## src/rtl/assert_macros.svh

```systemverilog
// ---------------------------------------------------------------------------
// assert_macros.svh
// assertion helpers of the sha-256 byte hasher rtl
// ---------------------------------------------------------------------------
`ifndef ASSERT_MACROS_SVH
`define ASSERT_MACROS_SVH

// property checked at every rising clock edge outside of reset
`define SHB_ASSERT_PROP(lbl, prop, msg) \
    lbl: assert property (@(posedge i_clk) disable iff (!i_rst_n) prop) \
        else $error(msg);

// condition that must never be seen outside of reset
`define SHB_ASSERT_NEVER(lbl, expr, msg) \
    lbl: assert property (@(posedge i_clk) disable iff (!i_rst_n) !(expr)) \
        else $error(msg);

`endif

```

## src/rtl/shb_pkg.sv

```systemverilog
// ---------------------------------------------------------------------------
// shb_pkg
// types, constants and helper functions of the sha-256 byte hasher
// ---------------------------------------------------------------------------
package shb_pkg;

    typedef enum logic [2:0] {
        ST_IDLE,
        ST_ROUND,
        ST_ADD,
        ST_PAD,
        ST_OUT
    } t_state;

    localparam logic [7:0] PAD_BYTE       = 8'h80;
    localparam logic [5:0] LEN_START_FILL = 6'd56;
    localparam logic [5:0] LAST_FILL      = 6'd63;
    localparam logic [5:0] LAST_ROUND     = 6'd63;
    localparam logic [2:0] LAST_WORD      = 3'd7;
    localparam logic [2:0] LAST_LEN_BYTE  = 3'd7;

    // control from the sequencer to the round unit
    typedef struct packed {
        logic       shift_byte;
        logic [7:0] byte_val;
        logic       round_en;
        logic [5:0] round_idx;
        logic       add_en;
        logic       hash_init;
        logic [2:0] rd_idx;
    } t_core_ctl;

    localparam logic [31:0] ROUND_K [64] = '{
        32'h428a2f98, 32'h71374491, 32'hb5c0fbcf, 32'he9b5dba5,
        32'h3956c25b, 32'h59f111f1, 32'h923f82a4, 32'hab1c5ed5,
        32'hd807aa98, 32'h12835b01, 32'h243185be, 32'h550c7dc3,
        32'h72be5d74, 32'h80deb1fe, 32'h9bdc06a7, 32'hc19bf174,
        32'he49b69c1, 32'hefbe4786, 32'h0fc19dc6, 32'h240ca1cc,
        32'h2de92c6f, 32'h4a7484aa, 32'h5cb0a9dc, 32'h76f988da,
        32'h983e5152, 32'ha831c66d, 32'hb00327c8, 32'hbf597fc7,
        32'hc6e00bf3, 32'hd5a79147, 32'h06ca6351, 32'h14292967,
        32'h27b70a85, 32'h2e1b2138, 32'h4d2c6dfc, 32'h53380d13,
        32'h650a7354, 32'h766a0abb, 32'h81c2c92e, 32'h92722c85,
        32'ha2bfe8a1, 32'ha81a664b, 32'hc24b8b70, 32'hc76c51a3,
        32'hd192e819, 32'hd6990624, 32'hf40e3585, 32'h106aa070,
        32'h19a4c116, 32'h1e376c08, 32'h2748774c, 32'h34b0bcb5,
        32'h391c0cb3, 32'h4ed8aa4a, 32'h5b9cca4f, 32'h682e6ff3,
        32'h748f82ee, 32'h78a5636f, 32'h84c87814, 32'h8cc70208,
        32'h90befffa, 32'ha4506ceb, 32'hbef9a3f7, 32'hc67178f2
    };

    localparam logic [31:0] INIT_HASH [8] = '{
        32'h6a09e667, 32'hbb67ae85, 32'h3c6ef372, 32'ha54ff53a,
        32'h510e527f, 32'h9b05688c, 32'h1f83d9ab, 32'h5be0cd19
    };

    function automatic logic [31:0] big_sigma0(input logic [31:0] x);
        return {x[1:0], x[31:2]} ^ {x[12:0], x[31:13]} ^ {x[21:0], x[31:22]};
    endfunction

    function automatic logic [31:0] big_sigma1(input logic [31:0] x);
        return {x[5:0], x[31:6]} ^ {x[10:0], x[31:11]} ^ {x[24:0], x[31:25]};
    endfunction

    function automatic logic [31:0] small_sigma0(input logic [31:0] x);
        return {x[6:0], x[31:7]} ^ {x[17:0], x[31:18]} ^ {3'b000, x[31:3]};
    endfunction

    function automatic logic [31:0] small_sigma1(input logic [31:0] x);
        return {x[16:0], x[31:17]} ^ {x[18:0], x[31:19]} ^ {10'b0, x[31:10]};
    endfunction

endpackage

```

## src/rtl/shb_core.sv

```systemverilog
// ---------------------------------------------------------------------------
// shb_core
// sha-256 round unit: byte window, message schedule, working vars, hash
// ---------------------------------------------------------------------------
module shb_core
    import shb_pkg::*;
(
    input  logic        i_clk,
    input  logic        i_rst_n,
    input  t_core_ctl   i_ctl,
    output logic [31:0] o_hash_word
);

    logic [31:0] r_h [8];
    logic [31:0] r_v [8];
    logic [31:0] r_w [16];

    logic [31:0] src [8];
    logic [31:0] t1;
    logic [31:0] t2;
    logic [31:0] ch;
    logic [31:0] maj;
    logic [31:0] w_new;

    // round 0 starts from the hash words
    always_comb begin
        for (int i = 0; i < 8; i++) begin
            src[i] = (i_ctl.round_idx == '0) ? r_h[i] : r_v[i];
        end
        ch    = (src[4] & src[5]) ^ (~src[4] & src[6]);
        maj   = (src[0] & src[1]) ^ (src[0] & src[2]) ^ (src[1] & src[2]);
        t1    = src[7] + big_sigma1(src[4]) + ch + ROUND_K[i_ctl.round_idx] + r_w[0];
        t2    = big_sigma0(src[0]) + maj;
        w_new = r_w[0] + small_sigma0(r_w[1]) + r_w[9] + small_sigma1(r_w[14]);
    end

    // schedule window, bytes enter at the top (r_w[15]), words leave at the bottom (r_w[0])
    always_ff @(posedge i_clk) begin
        if (i_ctl.shift_byte) begin
            for (int i = 0; i < 15; i++) begin
                r_w[i] <= {r_w[i][23:0], r_w[i+1][31:24]};
            end
            r_w[15] <= {r_w[15][23:0], i_ctl.byte_val};
        end else if (i_ctl.round_en) begin
            for (int i = 0; i < 15; i++) begin
                r_w[i] <= r_w[i+1];
            end
            r_w[15] <= w_new;
        end
    end

    always_ff @(posedge i_clk) begin
        if (i_ctl.round_en) begin
            r_v[7] <= src[6];
            r_v[6] <= src[5];
            r_v[5] <= src[4];
            r_v[4] <= src[3] + t1;
            r_v[3] <= src[2];
            r_v[2] <= src[1];
            r_v[1] <= src[0];
            r_v[0] <= t1 + t2;
        end
    end

    always_ff @(posedge i_clk) begin
        if (!i_rst_n || i_ctl.hash_init) begin
            for (int i = 0; i < 8; i++) begin
                r_h[i] <= INIT_HASH[i];
            end
        end else if (i_ctl.add_en) begin
            for (int i = 0; i < 8; i++) begin
                r_h[i] <= r_h[i] + r_v[i];
            end
        end
    end

    assign o_hash_word = r_h[i_ctl.rd_idx];

endmodule

```

## src/rtl/sha256_byte_stream_hasher_unit.sv

```systemverilog
// ---------------------------------------------------------------------------
// sha256_byte_stream_hasher_unit
// sha-256 digest of a byte stream, one byte per transaction, eight
// digest words per message
// ---------------------------------------------------------------------------
//
// channel  direction  handshake                  payload
// -------  ---------  -------------------------  ---------------------------
// in       sink       i_in_valid / o_in_stall    i_data_byte, i_byte_present,
//                                                i_end_of_message
// out      source     o_out_valid / i_out_stall  o_digest_word, o_final_word
//
// a byte that does not complete a block leaves the input ready for the next byte
// a byte that completes a block runs 64 rounds of the shared round unit
// plus one hash update before the next byte is taken
// end of message pushes padding and length one byte per cycle (9 to 72
// bytes), paused for one or two more compressions, then 8 output transactions
// synchronous active low reset restores the initial hash values, zero length
// and an empty buffer
// o_in_stall stays high from a full block until its hash update and from end
// of message until the last digest word is taken, and output stalls simply hold the current word
//
`include "assert_macros.svh"

module sha256_byte_stream_hasher_unit
    import shb_pkg::*;
(
    input  logic        i_clk,
    input  logic        i_rst_n,
    // input transactions
    input  logic        i_in_valid,
    output logic        o_in_stall,
    input  logic [7:0]  i_data_byte,
    input  logic        i_byte_present,
    input  logic        i_end_of_message,
    // digest transactions
    output logic        o_out_valid,
    input  logic        i_out_stall,
    output logic [31:0] o_digest_word,
    output logic        o_final_word
);

    t_state      r_state, n_state;
    logic [5:0]  r_fill, n_fill;          // bytes gathered in the current block
    logic [63:0] r_bit_count, n_bit_count; // message length, shifted out as length bytes
    logic [5:0]  r_round, n_round;
    logic [2:0]  r_out_idx, n_out_idx;
    logic [2:0]  r_len_cnt, n_len_cnt;
    logic        r_ending, n_ending;      // end of message seen, padding due
    logic        r_sent80, n_sent80;      // 0x80 marker already pushed
    logic        r_in_len, n_in_len;      // length bytes in progress
    logic        r_pad_done, n_pad_done;  // last length byte pushed

    t_core_ctl   ctl;
    logic        in_acc;
    logic        out_acc;

    assign o_in_stall  = (r_state != ST_IDLE);
    assign o_out_valid = (r_state == ST_OUT);
    assign in_acc      = i_in_valid && !o_in_stall;
    assign out_acc     = o_out_valid && !i_out_stall;

    always_ff @(posedge i_clk) begin
        if (!i_rst_n) begin
            r_state     <= ST_IDLE;
            r_fill      <= '0;
            r_bit_count <= '0;
            r_round     <= '0;
            r_out_idx   <= '0;
            r_len_cnt   <= '0;
            r_ending    <= 1'b0;
            r_sent80    <= 1'b0;
            r_in_len    <= 1'b0;
            r_pad_done  <= 1'b0;
        end else begin
            r_state     <= n_state;
            r_fill      <= n_fill;
            r_bit_count <= n_bit_count;
            r_round     <= n_round;
            r_out_idx   <= n_out_idx;
            r_len_cnt   <= n_len_cnt;
            r_ending    <= n_ending;
            r_sent80    <= n_sent80;
            r_in_len    <= n_in_len;
            r_pad_done  <= n_pad_done;
        end
    end

    // sequencer: gather bytes, run rounds, pad, hand out the digest
    always_comb begin
        n_state     = r_state;
        n_fill      = r_fill;
        n_bit_count = r_bit_count;
        n_round     = r_round;
        n_out_idx   = r_out_idx;
        n_len_cnt   = r_len_cnt;
        n_ending    = r_ending;
        n_sent80    = r_sent80;
        n_in_len    = r_in_len;
        n_pad_done  = r_pad_done;
        ctl         = '0;
        ctl.round_idx = r_round;
        ctl.rd_idx    = r_out_idx;

        case (r_state)
            ST_IDLE: begin
                if (in_acc) begin
                    if (i_byte_present) begin
                        ctl.shift_byte = 1'b1;
                        ctl.byte_val   = i_data_byte;
                        n_bit_count    = r_bit_count + 64'd8;
                    end
                    if (i_end_of_message) begin
                        n_ending = 1'b1;
                    end
                    if (i_byte_present && r_fill == LAST_FILL) begin
                        n_state = ST_ROUND;
                    end else if (i_end_of_message) begin
                        n_state = ST_PAD;
                    end
                end
            end
            ST_ROUND: begin
                ctl.round_en = 1'b1;
                n_round      = r_round + 6'd1;
                if (r_round == LAST_ROUND) begin
                    n_state = ST_ADD;
                end
            end
            ST_ADD: begin
                ctl.add_en = 1'b1;
                if (!r_ending) begin
                    n_state = ST_IDLE;
                end else if (r_pad_done) begin
                    n_state = ST_OUT;
                end else begin
                    n_state = ST_PAD;
                end
            end
            ST_PAD: begin
                ctl.shift_byte = 1'b1;
                if (!r_sent80) begin
                    ctl.byte_val = PAD_BYTE;
                    n_sent80     = 1'b1;
                end else if (r_in_len || r_fill == LEN_START_FILL) begin
                    // big-endian length, top byte first
                    ctl.byte_val = r_bit_count[63:56];
                    n_bit_count  = {r_bit_count[55:0], 8'h00};
                    n_in_len     = 1'b1;
                    n_len_cnt    = r_len_cnt + 3'd1;
                    if (r_len_cnt == LAST_LEN_BYTE) begin
                        n_pad_done = 1'b1;
                    end
                end else begin
                    ctl.byte_val = 8'h00;
                end
                if (r_fill == LAST_FILL) begin
                    n_state = ST_ROUND;
                end
            end
            ST_OUT: begin
                if (out_acc) begin
                    n_out_idx = r_out_idx + 3'd1;
                    if (r_out_idx == LAST_WORD) begin
                        // back to a fresh message
                        ctl.hash_init = 1'b1;
                        n_bit_count   = '0;
                        n_len_cnt     = '0;
                        n_ending      = 1'b0;
                        n_sent80      = 1'b0;
                        n_in_len      = 1'b0;
                        n_pad_done    = 1'b0;
                        n_state       = ST_IDLE;
                    end
                end
            end
            default: begin
                n_state = ST_IDLE;
            end
        endcase

        if (ctl.shift_byte) begin
            n_fill = r_fill + 6'd1;
        end
    end

    shb_core u_core (
        .i_clk       (i_clk),
        .i_rst_n     (i_rst_n),
        .i_ctl       (ctl),
        .o_hash_word (o_digest_word)
    );

    assign o_final_word = (r_out_idx == LAST_WORD);

    // the round loop always runs all 64 rounds
    `SHB_ASSERT_PROP(a_round_run, (r_state == ST_ROUND && r_round != LAST_ROUND) |=> (r_state == ST_ROUND), "round loop left early")
    // the digest only appears after a fully padded message
    `SHB_ASSERT_PROP(a_out_entry, (r_state == ST_OUT && $past(r_state) != ST_OUT) |-> (r_fill == '0 && r_pad_done && r_out_idx == '0), "digest out before padding complete")
    // last digest word returns the block to an empty message
    `SHB_ASSERT_PROP(a_msg_restart, (out_acc && o_final_word) |=> (r_state == ST_IDLE && r_fill == '0 && r_bit_count == '0 && !r_ending), "no clean restart after digest")
    // length bytes occupy the final eight places of a block
    `SHB_ASSERT_NEVER(a_len_place, r_state == ST_PAD && r_in_len && r_fill < LEN_START_FILL, "length byte outside block tail")

endmodule

```

## config.mk

```make
export PLATFORM = sky130hd
export DESIGN_NAME = sha256_byte_stream_hasher_unit
export DESIGN_NICKNAME = d
export VERILOG_FILES = /design/src/rtl/shb_pkg.sv /design/src/rtl/shb_core.sv /design/src/rtl/sha256_byte_stream_hasher_unit.sv
export VERILOG_INCLUDE_DIRS = /design/src /design/src/rtl
export SDC_FILE = /design/constraint.sdc
export NUM_CORES = 2
export LEC_CHECK = 0
export ABC_CLOCK_PERIOD_IN_PS = 37900
export BUFFER_PORTS_ARGS = -buffer_cell sky130_fd_sc_hd__clkbuf_2
export CAP_MARGIN = 20
export CORE_ASPECT_RATIO = 0.8
export CORE_UTILIZATION = 60
export CTS_CLUSTER_SIZE = 40
export DETAILED_ROUTE_END_ITERATION = 10
export PLACE_DENSITY = 0.85
export SYNTH_ARGS = -nofsm -noshare
export SYNTH_HDL_FRONTEND = slang
export SYNTH_SLANG_ARGS = --single-unit
```

## constraint.sdc

```tcl
create_clock -name i_clk -period 37.9 [get_ports i_clk]
set_input_delay 0 -clock i_clk [delete_from_list [all_inputs] [get_ports i_clk]]
set_output_delay 0 -clock i_clk [all_outputs]
set_load 0.03 [all_outputs]
```

==> impl.org <==
** Routing
- The final route contains 60.0k vias.
- Once detail routing completed, the nets flagged for antenna violations numbered 0.
- After detailed routing, the met3 layer carries 33.0 mm of wire.
- Detailed-route vias per instance :: 6.43
- The final layout contains routed wiring with a total length of 230 mm.
- Highest Signal Layer :: met5
- Remaining DRCs :: 0
- Met2 routed WL :: 93.2 mm
- The first detailed-routing pass took 7 iterations.
- In the final routing, the length of wire on met1 measures 97.1 mm.
- Drt initial violations :: 8917
- In the final routed layout, each cell accounts on average for 24.6 um.

** Finish
- Proportion of layout cells with a drive suffix above 1 :: 8.27%
- The net count of the finished layout is 8192.
- Area growth syn-to-layout :: 7.51%

** Clocking
- CTS clk-pin slew, worst paths :: 0.07 ns
- CTS placed an instance of sky130_fd_sc_hd__clkbuf_16 at the clock tree root.
- # H-tree levels :: 3
- Buffers added to address setup during post-CTS repair amount to 0.
- TritonCTS clock tree :: done
- The clock reaches the later pin of the worst-skew pair after 0.80 ns.
- Clock sinks :: 1113
- Clock tree synthesis inserted a total of 114 buffers.
- Worst-case clock buffer depth :: 3

** Setup path
- At the worst endpoint, the arrival time is 11.64 ns.
- STA classifies the critical path startpoint as a flop.
- On the critical path, the stage with the largest delay is an instance of sky130_fd_sc_hd__dfxtp_1.
- Worst setup path class :: reg -> reg
- Worst setup EP type :: flop
- For this run, the slowest stage of the critical path takes 0.83 ns.
- STA puts the critical path data required time at 38.39 ns.
- Worst-path maximum fanout :: 114
- Cell type with the highest occurrence count on the critical path :: sky130_fd_sc_hd__fa_1

** Place
- The count of buffers added on input and output ports is 48.
- Half-perimeter wire length after detailed placement :: 169 mm
- Final weighted congestion of routability-driven global placement :: 1.03

** Synthesis
- After synthesis, the mean cell area works out to 9.80 um^2.
- Syn Nets :: 8284
- Top cell type's share of synthesized area :: 40.9%
- The biggest area contributor in the post-synthesis netlist is sky130_fd_sc_hd__edfxtp_1.
- Synthesis handed over a netlist of 7675 instances.
- During synthesis, Yosys emitted a total of 0 warnings.
- The synthesized design contains 1024 enable-type register cells.
- Cell variety after synth :: 93
- Most common cell in the synthesized netlist :: sky130_fd_sc_hd__nand2_1
- Biggest area contributors in the synthesized netlist :: sky130_fd_sc_hd__edfxtp_1, sky130_fd_sc_hd__nand2_1, sky130_fd_sc_hd__ha_1, sky130_fd_sc_hd__fa_1, sky130_fd_sc_hd__xnor2_1
- Sequential fraction of the synthesis area :: 43.3%
- For this run, the leading register cell type out of synthesis is sky130_fd_sc_hd__edfxtp_1.
- In this run the cell area of the synthesized design comes to 75200 um^2.
- Sorting the synthesized cells by how often they occur yields sky130_fd_sc_hd__nand2_1, sky130_fd_sc_hd__edfxtp_1, sky130_fd_sc_hd__nor2_1, sky130_fd_sc_hd__xnor2_1, sky130_fd_sc_hd__a21oi_1.
- Post-synth ARST share :: 0%
- After synthesis the netlist holds a flip-flop and latch count of 1113.

** Timing
- Across the routed clock network, the largest skew measured is 0.0654 ns.
- At the pin with the least slew margin, the transition time is 1.45 ns.
- Setup repair after global routing left no endpoint under its margin.
- Number of hold violations in the final report :: 0
- The routed design could run at a clock period as short as 11.15 ns.
- Of the available clock period, the critical path in the final layout requires 29.4%.
- The final-report max-slew violation count came to 0.
- Setup TNS after final layout :: 0 ns
- Max transition margin :: 3.53%
- Static timing analysis puts the maximum clock frequency at 89.7 MHz.
- Setup violations remaining at the end of the flow were counted as 0.

** Floorplan
- In this run the vertical extent of the chip is 319 um.
- The initialized floorplan defines 115 standard-cell rows.
- The floorplan step defined a die boundary enclosing 127000 um^2.
- Horizontal die dimension :: 398 um
- Once the floorplan was initialized, standard cells occupied 60.8% of the core.
- 49 I/O pins were placed.
- Core Area :: 124000 um^2

** Run
- Max-cap violations in this run came to 0.

** Status
- Result of the run :: finished, final reports clean

** GRT
- Entering global routing, the biggest net connects 200 pins.
- Vias in the first global route :: 55.2k
- The number of antenna violations at the first check in global routing was 8.
- For this run, the total global-route usage over all layers was measured as 35.7%.
- Wire length of the first global-routing pass :: 343 mm
- Total gr overflow :: 0

** Hold path
- Worst min-delay path class :: in -> reg
## layout make-up
type / count / area (um^2)
Timing Repair Buffer: 143 / 1070
Antenna cell: 1 / 2.50
Clock buffer: 136 / 2960
Inverter: 344 / 1300
Clock inverter: 78 / 793
Sequential cell: 1113 / 32500
Multi-Input combinational cell: 5867 / 40100
Tap cell: 1638 / 2050
Fill cell: 9469 / 42700
## registers in the layout, summed over array words and instances, names as in the netlist, named ones only
name	count
u_core.r_w	512
r_state	3
r_sent80	1
r_round	6
r_len_cnt	3
r_ending	1
r_out_idx	3
u_core.r_v	256
r_in_len	1
r_fill	6
r_pad_done	1
r_bit_count	61
u_core.r_h	256
## layout by cell type, fill, tap and decap left out, types with 20 or more instances in the layout
master                      synthesis  layout
sky130_fd_sc_hd__nand2_1         1826    1825
sky130_fd_sc_hd__edfxtp_1        1024    1024
sky130_fd_sc_hd__nor2_1           489     487
sky130_fd_sc_hd__xnor2_1          424     424
sky130_fd_sc_hd__a21oi_1          423     422
sky130_fd_sc_hd__ha_1             400     400
sky130_fd_sc_hd__o21ai_0          361     359
sky130_fd_sc_hd__inv_1            343     340
sky130_fd_sc_hd__mux2_2           221     221
sky130_fd_sc_hd__fa_1             195     195
sky130_fd_sc_hd__a21o_1           159     159
sky130_fd_sc_hd__xor2_1           148     148
sky130_fd_sc_hd__clkbuf_16          0     114
sky130_fd_sc_hd__nor3_1           105     104
sky130_fd_sc_hd__nand3_1           91      90
sky130_fd_sc_hd__dfxtp_1           89      83
sky130_fd_sc_hd__buf_4              0      72
sky130_fd_sc_hd__mux2i_1           72      71
sky130_fd_sc_hd__o21a_1            71      70
sky130_fd_sc_hd__nand2b_1          68      67
sky130_fd_sc_hd__mux4_2            65      65
sky130_fd_sc_hd__nor2b_1           53      53
sky130_fd_sc_hd__a211oi_1          52      52
sky130_fd_sc_hd__a31oi_1           50      50
sky130_fd_sc_hd__and3_1            48      48
sky130_fd_sc_hd__clkbuf_2           0      48
sky130_fd_sc_hd__o21bai_1          43      43
sky130_fd_sc_hd__clkinv_1           1      36
sky130_fd_sc_hd__o31ai_1           35      35
sky130_fd_sc_hd__and2_1            33      33
sky130_fd_sc_hd__nand4_1           33      33
sky130_fd_sc_hd__a221oi_1          30      30
sky130_fd_sc_hd__or3_1             32      30
sky130_fd_sc_hd__maj3_1            25      25
sky130_fd_sc_hd__nor4_1            23      23
sky130_fd_sc_hd__o211ai_1          22      22
sky130_fd_sc_hd__clkbuf_1         289      20
## critical path, delay by kind of cell (launching register included)
family                   cells  cell delay [ns]
XOR/XNOR                     4             0.72
adder cells (fa/ha/maj)      8             3.33
AND/OR/NAND/NOR              3             0.51
AO/OA/AOI/OAI               13             3.24
multiplexers                 1             0.53
flip-flops                   1             0.83
buffers and inverters        4             1.60
## final timing paths
path | from | end | slack (ns) | depth (start not counted)
max | r_round[1] | u_core.r_v[0][31] | 26.75 | 33
min | i_data_byte[2] | u_core.r_w[0][482] | 0.06 | 3
max reg2reg | r_round[1] | u_core.r_v[0][31] | 26.75 | 33
min reg2reg | r_bit_count[10] | r_bit_count[10] | 0.49 | 2
## timing repair
item	CTS	global route
gates resized for setup	0	0
hold buffers	14	0
endpoints found under the hold margin	33	0
## kinds of logic (layout without fill, tap and decap cells)
logic type,after synthesis,count (layout),synth area share (%)
compound gates,1452,1452,12.2
xor+xnor,573,573,6.69
fa+ha+maj,620,620,12.2
buf+inv,695,701,3.50
flops,1113,1113,43.3
mux,360,360,6.25
other cells,0,1,0
simple gates,2862,2862,15.9
## layer usage
metal | global-route usage (%) | vias to the layer above
met5 | 0 | -
met4 | 9.26 | 6
met3 | 10.8 | 369
met2 | 48.4 | 3630
met1 | 54.7 | 29100
li1 | - | 26800
## stage by stage
stage / utilization (%) / area [um^2] / hold slack (ns) / std cells / setup slack (ns)
final: 65.4 / 80900 / 0.0591 / 9320 / 26.75
after global routing: 65.4 / 80900 / 0.0646 / 9319 / 26.09
after CTS: 65.3 / 80800 / 0.0341 / 9313 / 26.87
after detailed placement: 62.2 / 76900 / 0.281 / 9085 / 26.90
after global placement: 62.2 / 76900 / 0.271 / 9083 / 27.18
after floorplan: - / 75200 / 0.151 / 7675 / 18.17
Power is not shown: default switching activity piles up to over one toggle a cycle in this logic, so the estimate is an artifact.
